$ cat config.mk
export PLATFORM = sky130hd
export DESIGN_NAME = csed_lane
export DESIGN_NICKNAME = d
export VERILOG_FILES = /design/src/hdl/csed_pkg.sv /design/src/hdl/csed_lane.sv
export SDC_FILE = /design/constraint.sdc
export NUM_CORES = 1
export LEC_CHECK = 0
export ABC_AREA = 1
export BUFFER_PORTS_ARGS = -buffer_cell sky130_fd_sc_hd__buf_2
export CORE_MARGIN = 3
export CORE_UTILIZATION = 55
export DETAILED_ROUTE_END_ITERATION = 16
export PLACE_DENSITY = 0.76
export SLEW_MARGIN = 5
export SYNTH_ARGS = -nofsm -noshare
export SYNTH_HDL_FRONTEND = slang
export SYNTH_SLANG_ARGS = --single-unit
$ cat constraint.sdc
create_clock -name clk -period 7.47 [get_ports clk]
set_input_delay 1.494 -clock clk [delete_from_list [all_inputs] [get_ports clk]]
set_output_delay 1.494 -clock clk [all_outputs]
set_load 0.03 [all_outputs]
$ cat src/hdl/csed_pkg.sv
// ----------------------------------------------------------------------------
// csed_pkg
// Shared types, constants and arithmetic of the compass Sobel edge unit.
// ----------------------------------------------------------------------------
package csed_pkg;

  localparam int MAX_WIDTH  = 2048;
  localparam int MAX_HEIGHT = 2048;
  localparam int MIN_SIZE   = 3;

  localparam int COL_W     = $clog2(MAX_WIDTH);
  localparam int ROW_W     = $clog2(MAX_HEIGHT);
  localparam int CFG_W     = 12;
  localparam int CFG_IDX_W = 1;
  localparam int OUT_POS_W = 11;
  localparam int SUM_W     = 11;

  localparam logic [CFG_W-1:0] WIDTH_RESET  = CFG_W'(640);
  localparam logic [CFG_W-1:0] HEIGHT_RESET = CFG_W'(480);

  typedef enum logic [CFG_IDX_W-1:0] {
    REG_WIDTH  = 1'b0,
    REG_HEIGHT = 1'b1
  } cfg_reg_t;

  typedef logic [7:0]              sample_t;
  typedef logic [23:0]             pixel_t;
  typedef sample_t [8:0]           window_t;   // index row*3 + col
  typedef logic signed [SUM_W-1:0] msum_t;
  typedef msum_t [3:0]             lane_sums_t;

  typedef struct packed {
    logic [OUT_POS_W-1:0] row;
    logic [OUT_POS_W-1:0] col;
    logic                 last;
  } meta_t;

  typedef struct packed {
    logic             rd_en;
    logic [COL_W-1:0] rd_addr;
    logic             wr_en;
    logic [COL_W-1:0] wr_addr;
  } lb_ctrl_t;

  // Four positive-lead compass masks; the negated four are covered by |s|.
  function automatic lane_sums_t mask_sums(input window_t p);
    msum_t      q [9];
    lane_sums_t s;
    for (int i = 0; i < 9; i++) begin
      q[i] = msum_t'({3'b000, p[i]});
    end
    s[0] = q[0] + (q[1] <<< 1) + q[2] - q[6] - (q[7] <<< 1) - q[8];
    s[1] = (q[0] <<< 1) + q[1] + q[3] - q[5] - q[7] - (q[8] <<< 1);
    s[2] = q[0] - q[2] + (q[3] <<< 1) - (q[5] <<< 1) + q[6] - q[8];
    s[3] = q[3] - q[1] - (q[2] <<< 1) - q[5] + (q[6] <<< 1) + q[7];
    return s;
  endfunction

  function automatic sample_t sat_abs(input msum_t s);
    logic [SUM_W-1:0] m;
    m = s[SUM_W-1] ? (~s + SUM_W'(1)) : s;
    return (m > SUM_W'(255)) ? 8'hFF : m[7:0];
  endfunction

  function automatic sample_t chan_edge(input lane_sums_t s);
    sample_t best;
    sample_t v;
    best = '0;
    for (int k = 0; k < 4; k++) begin
      v = sat_abs(s[k]);
      if (v > best) best = v;
    end
    return best;
  endfunction

endpackage

$ cat src/hdl/csed_lane.sv
// ----------------------------------------------------------------------------
// csed_lane
// One colour channel: four compass mask sums over the 3x3 window, registered.
// ----------------------------------------------------------------------------
module csed_lane import csed_pkg::*; (
  input  logic       clk,
  input  logic       load,
  input  window_t    pix,
  output lane_sums_t sums
);

  always_ff @(posedge clk) begin
    if (load) begin
      sums <= mask_sums(pix);
    end
  end

endmodule

==> flow_summary.toml <==
[place]
dp_hpwl_um = 13100
pre_cts_ws_ns = 2.68
io_buffers = 109
post-place-cells = 1065
routabilityCongestion = 0.951

[yosys]
syn_area_um2 = 6850
synth_largest_area_cell = "fa_1"
synth_seq_cells = 44
synth_area_leaders = "fa_1 (32%), edfxtp_1 (19%), inv_1 (15%)"
synth.yosys.seq_area_share_pct = 19.3
yosysUniqueCellTypes = 21
yosys_warnings = 0
netlist_instances = 788
syn_avg_cell_area_um2 = 8.70
yosys.area.top_type_share_pct = 32.1
synth_nets = 1045

[timing]
max_slew_margin_pct = 34.4
setup_violations = 0
tns_ns = 0
setup_slack_ns = 2.95
clock.fmax_ghz = 0.221
layout_min_cycle_time_ns = 4.52
finalCritPeriodShare_pct = 60.5
finalHoldViolCount = 0
drv_slew = 0
worst_slew_pin_slew_ns = 0.984
rsz0062_at_grt = "false"

[finish]
biggestRegsByFlops = "sums (44)"
seq_area_um2 = 1320
utilization_pct = 63.9
top_register = "sums"
multiInputGateArea_um2 = 4530
fillers = 1062
syn_to_final_growth_pct = 13.0
drive_above_1_share_pct = 13.7
largest_reg_flops = 44
instances_no_fill = 1073
nNetsFinal = 1161

[die]
dieArea_um2 = 13800
start_util_pct = 56.6
die_y_um = 118
coreArea_um2 = 12100
io_pins = 118
rows = 40
die_w_um = 118

[detailed_routing]
drc = 0
wl_um = 14700
via_count = 5138
drt_iter0_drc = 298
wire_per_inst_um = 13.7
vias_per_cell = 4.79
ant_nets = 0
drtPass1Iterations = 5

[global_route]
grt_pass1_vias = 5306
grt_usage_pct = 22.5
grt_first_pass_wirelength_um = 24900
antenna_found_initial = 1
grt-ovfl-total = 0
grt_max_degree = 45

[cts]
cts_tree = "built"
post_cts_buffers = 0
path_clk_slew_ns = 0.06
htreeDepth = 2
clock_path_buffers = 2
cts_sinks = 44
holdBufCountCts = 0
cts_root_buf = "clkbuf_16"
cts_buffers = 5
post_cts_resized = 0

[pwr]
powerDensity_nw_per_um2 = 337
leakagePower_nw = 4.42
ir_drop_mv = 0.127

[worst_setup_path]
worstSetupPathType = "input pin to flip-flop"
worst_ep_required_time_ns = 7.51
arrival_ns = 4.56
start_kind = "input pin"
cp-end-kind = "flip-flop"
critPathMaxFanout = 5

[flow_run]
max_cap_violations = 0

[run_status]
status = "finished clean"

[worst_hold_path]
hold_path_class = "input pin to flip-flop"
critical path, cell delays in order:
cell     delay, ns
buf_2         0.12
inv_1         0.11
ha_1          0.16
inv_1         0.07
fa_1          0.43
nand4_1       0.14
nand3_1       0.11
nand2_1       0.08
nand2_1       0.08
fa_1          0.54
inv_1         0.04
ha_1          0.29
ha_1          0.36
nand2_1       0.10
inv_1         0.04
a21oi_1       0.19
nand3_1       0.10
nand2_1       0.06
nand2_1       0.04
report_power, final:
part           internal [mW]  switching, mW  total, mW
logic                  0.687           1.21       1.90
clock network          0.120         0.0860      0.206
registers              0.486         0.0221      0.508
total                   1.29           1.32       2.61
per-stage QoR:
stage	area (um2)	hold WS (ns)	power [mW]
6_report	7740	1.53	2.61
5_1_grt	7740	1.55	2.91
4_1_cts	7740	1.53	2.63
3_5_place_dp	7610	1.82	2.41
3_3_place_gp	7610	1.81	2.36
2_1_floorplan	6850	1.61	1.96
kinds of logic after synthesis:
group | Yosys count | synth area share (%)
buffers and inverters | 268 | 14.7
AND/OR/NAND/NOR | 224 | 13.6
adder cells (fa/ha/maj) | 183 | 45.5
AO/OA/AOI/OAI | 45 | 3.94
flip-flops | 44 | 19.3
XOR/XNOR | 24 | 3.07
final cells by class:
type                    count  share of cell area [%]
diodes                      1                  0.0323
clock buffers               5                    1.62
clock inverters             2                  0.0969
inverters                 268                    13.0
multi-input cells         476                    58.4
flip-flops and latches     44                    17.1
well taps                 168                    2.71
repair buffers            109                    7.04
synth_stat cells, drive strengths merged:
cell type  count
a31oi          1
o21bai         2
edfxtp        44
inv          268
fa           110
o21ai         10
nand4          6
ha            73
nor2          24
nand3         31
xnor2          9
nand3b         4
nand2        155
xor2          15
o21a           5
or2            1
a21oi         27
nor3           3
placed cells by master (no fill, tap or decap), drive strengths merged, types with 5 or more instances in the layout:
cell type  instances
o21ai             10
clkbuf             5
buf              109
o21a               5
fa               110
ha                73
nand4              6
nand3             31
xor2              15
xnor2              9
a21oi             27
nand2            155
inv              268
edfxtp            44
nor2              24
layer usage:
layer | up-vias | GRT usage, % | wire length, um
li1 | 2552 | - | -
met4 | 0 | 9.01 | 543
met5 | - | 0 | 0
met2 | 143 | 38.0 | 7040
met3 | 28 | 3.36 | 815
met1 | 2415 | 29.4 | 6310
worst paths after layout:
kind              slack, ns        to  startpoint  depth (start not counted)
setup / recovery       2.95  sums[32]      pix[0]                         19
hold / removal         1.53  sums[22]     pix[24]                          2
Power figures use the tool's default switching activity.
