File: src/hdl/csed_pkg.sv
// ----------------------------------------------------------------------------
// csed_pkg
// Shared types, constants and arithmetic of the compass Sobel edge unit.
// ----------------------------------------------------------------------------
package csed_pkg;

  localparam int MAX_WIDTH  = 2048;
  localparam int MAX_HEIGHT = 2048;
  localparam int MIN_SIZE   = 3;

  localparam int COL_W     = $clog2(MAX_WIDTH);
  localparam int ROW_W     = $clog2(MAX_HEIGHT);
  localparam int CFG_W     = 12;
  localparam int CFG_IDX_W = 1;
  localparam int OUT_POS_W = 11;
  localparam int SUM_W     = 11;

  localparam logic [CFG_W-1:0] WIDTH_RESET  = CFG_W'(640);
  localparam logic [CFG_W-1:0] HEIGHT_RESET = CFG_W'(480);

  typedef enum logic [CFG_IDX_W-1:0] {
    REG_WIDTH  = 1'b0,
    REG_HEIGHT = 1'b1
  } cfg_reg_t;

  typedef logic [7:0]              sample_t;
  typedef logic [23:0]             pixel_t;
  typedef sample_t [8:0]           window_t;   // index row*3 + col
  typedef logic signed [SUM_W-1:0] msum_t;
  typedef msum_t [3:0]             lane_sums_t;

  typedef struct packed {
    logic [OUT_POS_W-1:0] row;
    logic [OUT_POS_W-1:0] col;
    logic                 last;
  } meta_t;

  typedef struct packed {
    logic             rd_en;
    logic [COL_W-1:0] rd_addr;
    logic             wr_en;
    logic [COL_W-1:0] wr_addr;
  } lb_ctrl_t;

  // Four positive-lead compass masks; the negated four are covered by |s|.
  function automatic lane_sums_t mask_sums(input window_t p);
    msum_t      q [9];
    lane_sums_t s;
    for (int i = 0; i < 9; i++) begin
      q[i] = msum_t'({3'b000, p[i]});
    end
    s[0] = q[0] + (q[1] <<< 1) + q[2] - q[6] - (q[7] <<< 1) - q[8];
    s[1] = (q[0] <<< 1) + q[1] + q[3] - q[5] - q[7] - (q[8] <<< 1);
    s[2] = q[0] - q[2] + (q[3] <<< 1) - (q[5] <<< 1) + q[6] - q[8];
    s[3] = q[3] - q[1] - (q[2] <<< 1) - q[5] + (q[6] <<< 1) + q[7];
    return s;
  endfunction

  function automatic sample_t sat_abs(input msum_t s);
    logic [SUM_W-1:0] m;
    m = s[SUM_W-1] ? (~s + SUM_W'(1)) : s;
    return (m > SUM_W'(255)) ? 8'hFF : m[7:0];
  endfunction

  function automatic sample_t chan_edge(input lane_sums_t s);
    sample_t best;
    sample_t v;
    best = '0;
    for (int k = 0; k < 4; k++) begin
      v = sat_abs(s[k]);
      if (v > best) best = v;
    end
    return best;
  endfunction

endpackage

File: src/hdl/csed_if.sv


interface csed_edge_if import csed_pkg::*; ();
  logic                 valid;
  logic                 ready;
  sample_t              edge_blue;
  sample_t              edge_green;
  sample_t              edge_red;
  logic [OUT_POS_W-1:0] out_row;
  logic [OUT_POS_W-1:0] out_col;
  logic                 frame_last;

  modport source (output valid, edge_blue, edge_green, edge_red, out_row, out_col,
                  frame_last, input ready);
  modport sink   (input valid, edge_blue, edge_green, edge_red, out_row, out_col,
                  frame_last, output ready);
endinterface

File: src/hdl/csed_merge.sv
// ----------------------------------------------------------------------------
// csed_merge
// Saturated magnitude and maximum per channel, output register and handshake.
// ----------------------------------------------------------------------------
module csed_merge import csed_pkg::*; (
  input  logic        clk,
  input  logic        rst,
  input  logic        in_valid,
  input  meta_t       meta,
  input  lane_sums_t  sums_blue,
  input  lane_sums_t  sums_green,
  input  lane_sums_t  sums_red,
  output logic        take,
  csed_edge_if.source result
);

  logic    out_valid;
  sample_t edge_b;
  sample_t edge_g;
  sample_t edge_r;
  meta_t   out_meta;

  assign take = !out_valid || result.ready;

  always_ff @(posedge clk) begin
    if (rst) begin
      out_valid <= 1'b0;
    end else if (take) begin
      out_valid <= in_valid;
    end
  end

  always_ff @(posedge clk) begin
    if (take && in_valid) begin
      edge_b   <= chan_edge(sums_blue);
      edge_g   <= chan_edge(sums_green);
      edge_r   <= chan_edge(sums_red);
      out_meta <= meta;
    end
  end

  assign result.valid      = out_valid;
  assign result.edge_blue  = edge_b;
  assign result.edge_green = edge_g;
  assign result.edge_red   = edge_r;
  assign result.out_row    = out_meta.row;
  assign result.out_col    = out_meta.col;
  assign result.frame_last = out_meta.last;

endmodule

File: src/flat_wrapper.sv
// flat-port wrapper written by rule: the top's interface ports become plain ports
module csed_merge_flat import csed_pkg::*;
  (clk, rst, in_valid, meta, sums_blue, sums_green, sums_red, take, result_valid, result_edge_blue, result_edge_green, result_edge_red, result_out_row, result_out_col, result_frame_last, result_ready);
  csed_edge_if result_i ();
  input  logic clk;
  input  logic rst;
  input  logic in_valid;
  input  meta_t meta;
  input  lane_sums_t sums_blue;
  input  lane_sums_t sums_green;
  input  lane_sums_t sums_red;
  output logic take;
  output wire logic [$bits(result_i.valid)-1:0] result_valid;
  output wire logic [$bits(result_i.edge_blue)-1:0] result_edge_blue;
  output wire logic [$bits(result_i.edge_green)-1:0] result_edge_green;
  output wire logic [$bits(result_i.edge_red)-1:0] result_edge_red;
  output wire logic [$bits(result_i.out_row)-1:0] result_out_row;
  output wire logic [$bits(result_i.out_col)-1:0] result_out_col;
  output wire logic [$bits(result_i.frame_last)-1:0] result_frame_last;
  input wire logic [$bits(result_i.ready)-1:0] result_ready;
  assign result_valid = result_i.valid;
  assign result_edge_blue = result_i.edge_blue;
  assign result_edge_green = result_i.edge_green;
  assign result_edge_red = result_i.edge_red;
  assign result_out_row = result_i.out_row;
  assign result_out_col = result_i.out_col;
  assign result_frame_last = result_i.frame_last;
  assign result_i.ready = result_ready;
  csed_merge u_core (.clk(clk), .rst(rst), .in_valid(in_valid), .meta(meta), .sums_blue(sums_blue), .sums_green(sums_green), .sums_red(sums_red), .take(take), .result(result_i));
endmodule
File: config.mk
export PLATFORM = sky130hd
export DESIGN_NAME = csed_merge_flat
export DESIGN_NICKNAME = d
export VERILOG_FILES = /design/src/hdl/csed_pkg.sv /design/src/hdl/csed_if.sv /design/src/hdl/csed_merge.sv /design/src/flat_wrapper.sv
export SDC_FILE = /design/constraint.sdc
export NUM_CORES = 1
export LEC_CHECK = 0
export ABC_AREA = 0
export ABC_CLOCK_PERIOD_IN_PS = 24900
export BUFFER_PORTS_ARGS = -buffer_cell sky130_fd_sc_hd__buf_2
export CAP_MARGIN = 40
export CORE_AREA = 5 5 129 131
export DETAILED_ROUTE_END_ITERATION = 10
export DIE_AREA = 0 0 134 136
export MAX_ROUTING_LAYER = met4
export PLACE_DENSITY = 0.7
export SLEW_MARGIN = 0
export SYNTH_ARGS = -nofsm -noshare
export SYNTH_HDL_FRONTEND = slang
export SYNTH_SLANG_ARGS = --single-unit
File: constraint.sdc
create_clock -name clk -period 24.9 [get_ports clk]
set_clock_uncertainty 0.05 [all_clocks]
set_input_delay 6.225 -clock clk [delete_from_list [all_inputs] [get_ports clk]]
set_output_delay 6.225 -clock clk [all_outputs]
set_load 0.005 [all_outputs]
==> impl_metrics.py <==
metrics = {
    "synthesis": {
        "mappedNetlistNets": 1062,
        "synth_area_per_cell_sq_um": 8.25,
        "ys_seq_area_frac": 0.212,
        "synth-seq-cells": 48,
        "netlist_area_sq_um": 6760,
        "synth_compound_area_frac": 0.221,
        "post_synth_xor_area_fraction": 0.0894,
        "postSynthCellCount": 819,
        "simple_gate_share_of_the_synthesized_area": 0.211,
        "yosys-mux-area-fraction": 0.0620,
        "synth-adder-area-share": 0.156,
        "yosysWarnings": 0,
        "synth.lib_cells_used.distinct": 56,
        "number_of_flops_mapped_to_enable_cells_by_yosys": 47,
        "async_flop_share": 0,
        "main_combinational_cell_family_by_area_after_synthesis": "compound AO/OA/AOI/OAI gates",
        "synth-main-ff-cell": "edfxtp_1",
    },
    "detailed_routing": {
        "routedWlPerCell_microns": 15.5,
        "overall_routed_net_length_mm": 18.8,
        "firstDrtPassIters": 5,
        "routed_via_density": 5.59,
        "antenna_left": 0,
        "num_vias": 6775,
        "dr.first_iter.drc_count": 326,
        "drc_errors": 0,
    },
    "floorplan": {
        "die_y_microns": 136,
        "dieArea_sq_um": 18200,
        "die-width_microns": 134,
        "boundaryPins": 208,
        "fp.coreArea_sq_um": 15500,
        "start_util": 0.436,
        "rows": 46,
    },
    "cells_and_area": {
        "layout.area.seq_sq_um": 1430,
        "area_growth_syn_to_layout_pct": 21.0,
        "post_route_cells_drive_above_1_share": 0.244,
        "multi_input_area_sq_um": 5000,
        "nNetsFinal": 1257,
        "number_of_fillers_in_the_final_layout": 1529,
        "layout.cell_area.non_filler_sq_um": 8170,
    },
    "power": {
        "sw_frac_of_total": 0.417,
        "share_seq_of_total_power": 0.225,
        "cellInternalPower_uw": 339,
        "part_of_the_power_in_combinational_logic": 0.624,
        "powerDensity_nw_per_um2": 71.2,
        "netSwitchingPower_uw": 243,
        "peakVddDrop_uv": 71.9,
        "leakage_power_summed_over_all_cells_uw": 0.00371,
        "p_clk_frac": 0.152,
    },
    "grt": {
        "globalRouteOverflowTotal": 0,
        "grt_antenna_before_repair": 4,
        "first_pass_grt_wire_length_mm": 30.0,
        "groute.usage.overall": 0.202,
        "largest_net_degree_at_the_start_of_global_routing": 27,
        "first_global_vias": 6373,
    },
    "critical_path": {
        "path_depth_of_the_worst_reg2reg_path": 3,
        "timing.critical_path.from_type": "primary input",
        "cp_class": "primary input to flip-flop",
        "worst-r2r-setup-slack_ns": 23.10,
        "timing.critical_path.fanout_max": 8,
        "worstSetupEndpointType": "flip-flop",
        "cp_data_required_time_ns": 24.85,
        "worstPathArrival_ns": 12.92,
    },
    "clock_network": {
        "post-cts-setup-buffer-count": 0,
        "cts.root.buffer_cell": "clkbuf_16",
        "clkSinkCount": 48,
        "cts.repair.resized": 0,
        "cts_hold_buf": 0,
        "tritoncts": "yes",
        "cts_htree_levels": 2,
        "worstSkewPairLatency_ns": 0.29,
        "tritoncts.num_buffers": 5,
        "path_clk_slew_ns": 0.07,
        "clock_path_buffers": 2,
    },
    "placed_design": {
        "io_buffers": 207,
        "pre_cts_slack_ns": 11.70,
        "gpl.final_weighted_congestion": 0.873,
        "dp_hpwl_mm": 15.9,
        "postPlaceCellArea_sq_um": 7980,
    },
    "sta": {
        "timing_worst_slew_pin_value_ns": 0.872,
        "slew-limit-headroom": 0.409,
        "final_setup_violation_count": 0,
        "hold_violations_final": 0,
        "final_sum_of_negative_setup_slack_ns": 0,
        "timing.final.crit_share": 0.521,
        "postLayoutSetupSlackWorst_ns": 11.93,
        "finalWorstPathRequiredPeriod_ns": 12.97,
        "rsz0062_at_grt": "false",
        "maxClockFrequency_mhz": 77.1,
        "finalHoldWorstSlack_ns": 0.480,
        "finalMaxSlewViolations": 0,
    },
    "status": {
        "outcome": "completed",
    },
    "job": {
        "max_cap_viol": 0,
    },
    "min_path": {
        "worstHoldPathCells": 2,
        "worst_hold_path_type": "flip-flop to flip-flop",
    },
}
## state kept, by name (all words and copies together), names as in the netlist
signal	cells
u_core.result.edge_green	8
u_core.result.out_col	11
u_core.result.edge_red	8
u_core.result.out_row	11
u_core.result.frame_last	1
u_core.result.edge_blue	8
u_core.result.valid	1
## worst max-delay path, cell delays in order
cell	delay, ns
buf_2	0.11
inv_1	0.07
ha_1	0.20
or4b_1	0.46
or4_1	0.51
o311ai_1	0.25
nand2_1	0.18
inv_1	0.11
ha_1	0.24
nor2b_1	0.13
o211ai_1	0.15
a21oi_1	0.08
o21ai_1	0.68
mux2i_1	0.26
ha_1	0.38
nand2_1	0.05
o21ai_0	0.25
mux2i_1	0.12
a21oi_1	0.37
buf_4	0.24
mux2_2	0.37
ha_1	0.30
nand3_1	0.10
nor2_1	0.11
a32oi_1	0.10
nand2_1	0.15
nor2b_1	0.49
a222oi_1	0.22
## Yosys cell counts (13+ instances only)
master,number,area share
nand2_1,93,0.052
xnor2_1,21,0.027
o211ai_1,26,0.029
ha_1,84,0.16
nand3_1,16,0.012
mux2i_1,28,0.041
o21a_1,18,0.020
or4_1,15,0.017
nor2_1,27,0.015
edfxtp_1,47,0.21
or3_1,14,0.013
a21oi_1,30,0.022
inv_1,65,0.036
o21ai_0,64,0.047
nor3_1,14,0.010
xor2_1,48,0.062
clkbuf_1,19,0.011
nand4_1,13,0.012
nor2b_1,21,0.019
## path summary, 6_finish.rpt
| check | from | to |
|---|---|---|
| max | sums_green[0] | u_core.result.edge_green[6] |
| min | u_core.result.valid | u_core.result.valid |
| max reg2reg | u_core.result.valid | u_core.result.edge_blue[5] |
| min reg2reg | u_core.result.valid | u_core.result.valid |
## power by group through the flow
stage | sequential [uW] | clock [uW] | combinational, uW
finish | 131 | 88.2 | 363
global route | 133 | 94.7 | 412
CTS | 131 | 90.4 | 362
detailed placement | 132 | 0 | 360
global placement | 132 | 0 | 353
floorplan | 134 | 0 | 256
## cell families (layout without fill, tap and decap cells)
group,count (synthesis),in the layout
multiplexers,40,40
buffers and inverters,88,284
adder cells (fa/ha/maj),84,84
flip-flops,48,48
XOR/XNOR,69,69
other,0,4
AND/OR/NAND/NOR,270,270
AO/OA/AOI/OAI,220,220
## cell usage in the layout (no fill, tap or decap), types with 9 or more instances in the layout
cell type	netlist	routed
or4_1	15	15
nand3_1	16	16
or3_1	14	14
mux2_2	11	11
xor2_1	48	48
o211ai_1	26	26
ha_1	84	84
nand4_1	13	13
o31ai_1	12	12
a21o_1	11	11
o41ai_1	10	10
buf_2	1	208
o221ai_1	9	9
a21oi_1	30	30
mux2i_1	28	28
nor2_1	27	27
xnor2_1	21	21
or2_2	10	10
nor2b_1	21	21
o21ai_0	64	64
nand2b_1	10	10
nand2_1	93	93
inv_1	65	65
nor3_1	14	14
edfxtp_1	47	47
o21a_1	18	18
## layer usage
layer,part of all wire,track usage,wire [microns],vias to the layer above
met4,0.011,0.0286,200,0
met3,0.064,0.0370,1200,21
met2,0.48,0.348,9000,191
met1,0.45,0.253,8390,3099
li1,-,-,-,3464
met5,0,-,0,-
## layout make-up
| cell class | count | share of cell area |
|---|---|---|
| timing repair buffer | 211 | 0.130 |
| multi-input combinational | 683 | 0.611 |
| tap | 192 | 0.0294 |
| clock inverter | 2 | 0.00735 |
| sequential | 48 | 0.175 |
| clock buffer | 6 | 0.0158 |
| inverter | 65 | 0.0298 |
| antenna | 4 | 0.00122 |
## stage by stage
step                      std cells   util  power (uW)
after global routing           1211  0.528         639
after detailed placement       1199  0.515         492
after floorplan                 819      -         390
final                          1211  0.528         582
after CTS                      1207  0.527         583
after global placement         1196  0.514         486
Note: power is estimated with default switching activity, not from simulation.
